`config.mk`:
```
export PLATFORM = sky130hd
export DESIGN_NAME = fpa_front
export DESIGN_NICKNAME = d
export VERILOG_FILES = /design/src/rtl/fixed_point_alu_24_8_defines.svh /design/src/rtl/fpa_pkg.sv /design/src/rtl/fpa_front.sv
export SDC_FILE = /design/constraint.sdc
export NUM_CORES = 1
export LEC_CHECK = 0
export ABC_AREA = 1
export BUFFER_PORTS_ARGS = -buffer_cell sky130_fd_sc_hd__buf_4
export CAP_MARGIN = 20
export CORE_MARGIN = 3
export CORE_UTILIZATION = 57
export CTS_BUF_LIST = sky130_fd_sc_hd__clkbuf_4 sky130_fd_sc_hd__clkbuf_8 sky130_fd_sc_hd__clkbuf_16
export CTS_CLUSTER_DIAMETER = 60
export CTS_CLUSTER_SIZE = 30
export DETAILED_ROUTE_END_ITERATION = 10
export GPL_ROUTABILITY_DRIVEN = 0
export GPL_TIMING_DRIVEN = 0
export PLACE_DENSITY = 0.87
export SLEW_MARGIN = 20
export SYNTH_ARGS = -nofsm -noshare
export SYNTH_HDL_FRONTEND = slang
export SYNTH_SLANG_ARGS = --single-unit
```
`constraint.sdc`:
```
create_clock -name aclk -period 11.7 [get_ports aclk]
set_clock_uncertainty 0.05 [all_clocks]
set_input_delay 2.34 -clock aclk [delete_from_list [all_inputs] [get_ports aclk]]
set_output_delay 2.34 -clock aclk [all_outputs]
set_load 0.01 [all_outputs]
```
`src/rtl/fixed_point_alu_24_8_defines.svh`:
```
// Assertion macros for the Q24.8 ALU.
// Used by the top level only; no other dependencies.
`ifndef FIXED_POINT_ALU_24_8_DEFINES_SVH
`define FIXED_POINT_ALU_24_8_DEFINES_SVH
`ifndef SYNTHESIS
`define FPA_ASSERT(label, clk, rstn, prop, msg) \
    label: assert property (@(posedge clk) disable iff (!rstn) prop) else $error(msg);
`define FPA_ASSERT_RST(label, clk, prop, msg) \
    label: assert property (@(posedge clk) prop) else $error(msg);
`else
`define FPA_ASSERT(label, clk, rstn, prop, msg)
`define FPA_ASSERT_RST(label, clk, prop, msg)
`endif
`endif

```
`src/rtl/fpa_pkg.sv`:
```
// Shared opcodes, widths and the decoded command word for the Q24.8 ALU.
// No dependencies.
package fpa_pkg;
    localparam int unsigned DataW = 32;
    localparam int unsigned OpW   = 4;

    localparam logic [OpW-1:0] OP_ADD  = 4'd0;
    localparam logic [OpW-1:0] OP_SUB  = 4'd1;
    localparam logic [OpW-1:0] OP_MUL  = 4'd2;
    localparam logic [OpW-1:0] OP_DIV  = 4'd3;
    localparam logic [OpW-1:0] OP_GT   = 4'd4;
    localparam logic [OpW-1:0] OP_LT   = 4'd5;
    localparam logic [OpW-1:0] OP_GE   = 4'd6;
    localparam logic [OpW-1:0] OP_LE   = 4'd7;
    localparam logic [OpW-1:0] OP_EQ   = 4'd8;
    localparam logic [OpW-1:0] OP_NE   = 4'd9;
    localparam logic [OpW-1:0] OP_FINT = 4'd10;
    localparam logic [OpW-1:0] OP_TINT = 4'd11;

    // unit selected by the front end
    typedef enum logic [1:0] {
        CLS_NONE = 2'd0,
        CLS_FAST = 2'd1,
        CLS_MUL  = 2'd2,
        CLS_DIV  = 2'd3
    } cls_t;

    typedef struct packed {
        cls_t             cls;
        logic [OpW-1:0]   op;
        logic [DataW-1:0] a;
        logic [DataW-1:0] b;
    } cmd_t;
endpackage

```
`src/rtl/fpa_front.sv`:
```
// Front end: accept words, classify the opcode, push into the command queue.
// Depends on fpa_pkg.
module fpa_front (
    input  logic                        aclk,
    input  logic                        aresetn,
    input  logic                        s_valid,
    output logic                        s_ready,
    input  logic [fpa_pkg::OpW-1:0]     s_op,
    input  logic signed [fpa_pkg::DataW-1:0] s_operand_a,
    input  logic signed [fpa_pkg::DataW-1:0] s_operand_b,
    output logic                        q_valid,
    input  logic                        q_ready,
    output fpa_pkg::cmd_t               q_cmd
);
    // two-entry queue
    fpa_pkg::cmd_t mem_reg [2];
    logic          wr_ptr_reg, rd_ptr_reg;
    logic [1:0]    cnt_reg;
    fpa_pkg::cmd_t cmd;
    logic          push, pop;

    always_comb begin
        cmd.op = s_op;
        cmd.a  = s_operand_a;
        cmd.b  = s_operand_b;
        case (s_op)
            fpa_pkg::OP_MUL: cmd.cls = fpa_pkg::CLS_MUL;
            fpa_pkg::OP_DIV: cmd.cls = fpa_pkg::CLS_DIV;
            default: begin
                if (s_op inside {[fpa_pkg::OP_ADD:fpa_pkg::OP_TINT]}) cmd.cls = fpa_pkg::CLS_FAST;
                else cmd.cls = fpa_pkg::CLS_NONE;
            end
        endcase
    end

    assign s_ready = (cnt_reg != 2'd2);
    assign push    = s_valid && s_ready;
    assign q_valid = (cnt_reg != 2'd0);
    assign pop     = q_valid && q_ready;
    assign q_cmd   = mem_reg[rd_ptr_reg];

    always_ff @(posedge aclk) begin
        if (push) mem_reg[wr_ptr_reg] <= cmd;
    end

    always_ff @(posedge aclk) begin
        if (!aresetn) begin
            wr_ptr_reg <= 1'b0;
            rd_ptr_reg <= 1'b0;
            cnt_reg    <= 2'd0;
        end else begin
            if (push) wr_ptr_reg <= ~wr_ptr_reg;
            if (pop)  rd_ptr_reg <= ~rd_ptr_reg;
            cnt_reg <= cnt_reg + {1'b0, push} - {1'b0, pop};
        end
    end
endmodule

```
## Yosys cells after proc, flatten, opt, wreduce, memory -nomap -nowiden

Memories as Yosys holds them, arrays and structs flattened. A register that Yosys moved wholly into a read port is not among the register bits.
Cells that the tools add are included.

- Bitwise gates (word level): 2
- Eq/ne operators: 3
- Magnitude comparators: 2
- Add/subtract/negate cells: 2
- Reductions and logical operators: 4
- Multiplexer cells: 6

Operators with widths:

| operator | count |
|---|---|
| equality test 4 x 2 -> 1 bit (second input constant) | 2 |
| 2-to-1 mux 1 bit | 5 |
| >= comparator 4 x 1 -> 1 bit (second input constant) | 1 |
| less-or-equal comparator 4 bit (second input constant) | 1 |
| one-hot mux 2 bit (2 select lines) | 1 |
| logical AND 1 bit | 3 |
| adder 2 x 1 -> 2 bit | 1 |
| inequality test 2 bit (second input constant) | 1 |
| inverter 1 bit | 2 |
| nonzero test 2 bit | 1 |
| subtractor 2 x 1 -> 2 bit | 1 |

- Bits in writable memories: 140
- Input bits: 72
- Register bits: 4
- Word-level logic and storage cells: 23
- Output and inout port bits: 72
- Memories kept: 1

Memory list:

| memory | depth | width | rd ports | clocked after Yosys merged registers in | write ports | line | source |
|---|---|---|---|---|---|---|---|
| mem_reg | 2 | 70 | 1 | 1 | 1 | fpa_front.sv:16 | `fpa_pkg::cmd_t mem_reg [2];` |

## Logic depth before layout (Yosys ltp)

- Depth in word-level cells: 4
- Mapped depth: 11
- Depth with buffers taken out: 11

## Worst setup path after synthesis

OpenSTA, ideal clock, no wires.

- Path kind: input-to-reg
- From: in s_valid
- To: mem mem_reg[1][0] in the netlist's numbering (enable)
- Cell stages on the path: 2
- Library setup time: 500 ps
- Buffers on the path: 0
- Data required time: 11,150 ps
- Slack: 5,712 ps
- Arrival time: 5,438 ps
- Cell sequence: nand2_1 -> nor2_1

- Longest elaborated chain between the ends: 3

Ends and longest elaborated chain:

| what | line | source |
|---|---|---|
| from (decl) | fpa_front.sv:6 | `input logic s_valid,` |
| logical AND 1 bit | fpa_front.sv:37 | `assign push = s_valid && s_ready;` |
| 2-to-1 mux 1 bit | fpa_front.sv:43 | `if (push) mem_reg[wr_ptr_reg] <= cmd;` |
| 2-to-1 mux 1 bit (not written as such) | fpa_front.sv:43 |  |
| to (decl) | fpa_front.sv:16 |  |

Every way passes these cells.

==> metrics <==
core box area=0.009459 mm2; post-DP HPWL=roughly 6900 um; Setup TNS=0 ns; syn_area_per_cell=21.96 um2; Netlist cell types=15; Synth Area in Adders=0.002208; fmax=246.4 MHz; Worst EP arrival=roughly 1.7 ns; clock network power share=0.319; largest net degree at the start of global routing=27; total vias in the final route=2836; final setup fails=0; Horiz. Die Dim=105.7 um; post-synth top area share=0.7419; XOR/XNOR Fraction of Synth Area=0.001546; DRT Pass-1 Iters=6; Layout area overhead=35.20%; layout cells sized above 1=0.5950; final hold viol count=0; Seq cells post-synth=145; Synth area leaders=edfxtp_1, mux2_4, buf_12, dfxtp_1, nand2_1; Max Slew Vio Count=0; number of flops mapped to enable cells by yosys=140; CTS root buf=clkbuf_8; status=complete, no violations; Routed Antenna Nets=0; hold buffer count at cts=0; GRT overflow=0; r2r setup slk=between 9 and 10 ns; Max Cap Violations=0; Leak Pwr=0.003047 uW; most common cell in the netlist=edfxtp_1; Slew headroom=0.5043; Remaining DRCs=0; Vias/cell=5.011; CTS H-tree depth=4; worst vdd ir=about 0.14 mV; post-synthesis mux area share=0.1855; Die ar.=0.01117 mm2; Power Density=about 230 mW/mm2; clk sinks=145; number of global-route vias before repair=between 3k and 4k; share of synthesized registers carrying an async set or reset=0; final net count=498; CTS buffer count=17; Simple-Gate Fraction of Synth Area=0.01811; largest family of logic cells by synthesized area=multiplexers; Post-Synthesis Cell Area=0.005667 mm2; Compound-Gate Fraction of Synth Area=0.001766; list of most frequent post-synthesis cells=edfxtp_1, mux2_4, nand2_1; # rows=35; RSZ-0062 raised after global routing=false; Placed Cells=535; initial core utilization=0.5991; Critical Path RT=about 9.3 ns; first-pass GRT wire length=16170 um; Post-Syn Nets=approximately 330; Comb pwr share=0.287; critical path launch point type=flop; Final period util=0.3469; Min-Delay Path Class=reg -> reg; # Post-CTS Setup Buffers=0; NetSw=435.5 uW; Worst Path Class, Setup=reg -> out; Clock Tree Buf Depth=2; Final min period=about 4.1 ns; Yosys top cell by area=edfxtp_1; Critical Path Fanout Max=10; gr usage total=0.1931; Clock Pin Slew Worst Setup and Hold Paths=0.06 ns; clock latency on the worst-skew pair=0.50 ns; Cells after Synth=258; Most used DFF post-synth=edfxtp_1; sequential power share=0.394; Worst Max-Slew Pin Slew=between 0.7 and 0.8 ns; I/O Pins=144; # resized after CTS=0; WL final=10330 um; Largest register FFs=140; kind of end point of the critical path=output port; Warnings, synthesis=0; fin cells=about 570; switching share of power=0.2522; Power Internal=1292 uW; Ant. Diodes=0; Fillers=498; Die Ht=105.7 um; routed length per instance=18.24 um; Seq/Total Area, Yosys=0.7595; initial antenna violation count=0; TritonCTS clock tree=done; DR iter-0 viols=between 100 and 150; IO Port Bufs=143
==> kinds of logic (layout without fill, tap and decap cells) <==
group | count (synthesis) | after routing
adder cells (fa/ha/maj) | 1 | 1
multiplexers | 70 | 70
AO/OA/AOI/OAI | 2 | 2
XOR/XNOR | 1 | 1
buffers and inverters | 15 | 194
flip-flops | 145 | 145
AND/OR/NAND/NOR | 24 | 24
==> power by group through the flow <==
stage                     clock network (uW)  logic [uW]  registers (uW)
after floorplan                            0         294             692
after global placement                     0         462             698
after detailed placement                   0         499             691
after CTS                                558         504             682
after global routing                     580         527             689
final                                    551         495             681
==> routing by layer <==
| metal | global-route usage | share of wire | up-vias | wire [um] |
|---|---|---|---|---|
| met5 | 0 | 0 | - | 0 |
| met2 | 0.3525 | 0.55 | 105 | 5675 |
| met1 | 0.2184 | 0.38 | 1388 | 3876 |
| li1 | - | - | 1332 | - |
| met3 | 0.05450 | 0.063 | 11 | 654 |
| met4 | 0.06105 | 0.012 | 0 | 119 |
==> cell usage in the layout (no fill, tap or decap), types with 5 or more instances in the layout <==
master / instances
mux2_4: 70
dfxtp_1: 5
nand2_1: 11
inv_1: 7
edfxtp_1: 140
buf_12: 8
clkbuf_16: 16
buf_4: 143
nor2_1: 7
==> critical path, stage by stage (launching register included) <==
cell and delay (ns):
dfxtp_1 0.33, buf_6 0.20, buf_12 0.18, mux2_4 0.30, buf_4 0.15
==> final timing paths <==
check,start,endpoint,depth (start not counted)
setup reg to reg,cnt_reg[0],mem_reg[1][12],5
setup / recovery,flop,q_cmd[0],4
hold reg to reg,rd_ptr_reg,rd_ptr_reg,2
hold / removal,rd_ptr_reg,rd_ptr_reg,2
==> cell type report <==
cell class | count | area (um2) | share of cell area
Inverter | 7 | 26.28 | 0.003430
Clock buffer | 19 | 429.2 | 0.05602
Tap cell | 129 | 161.4 | 0.02107
Timing Repair Buffer | 148 | 1204 | 0.1571
Clock inverter | 12 | 185.2 | 0.02417
Buffer | 8 | 151.4 | 0.01976
Sequential cell | 145 | 4304 | 0.5618
Multi-Input combinational cell | 98 | 1200 | 0.1566
==> through the flow <==
step                instance area (um2)  power, uW    util  worst slack, ns  hold WS [ns]
finish                             7661       1727  0.8099            7.641        0.4940
global route                       7661       1796  0.8099            7.575        0.5385
CTS                                7661       1744  0.8099            7.603        0.4990
detailed placement                 7047       1190  0.7450            7.757        0.4538
global placement                   6902       1160  0.7296            4.219        0.4283
floorplan                          5667      986.2       -            5.712        0.4169
Power figures use the tool's default switching activity.
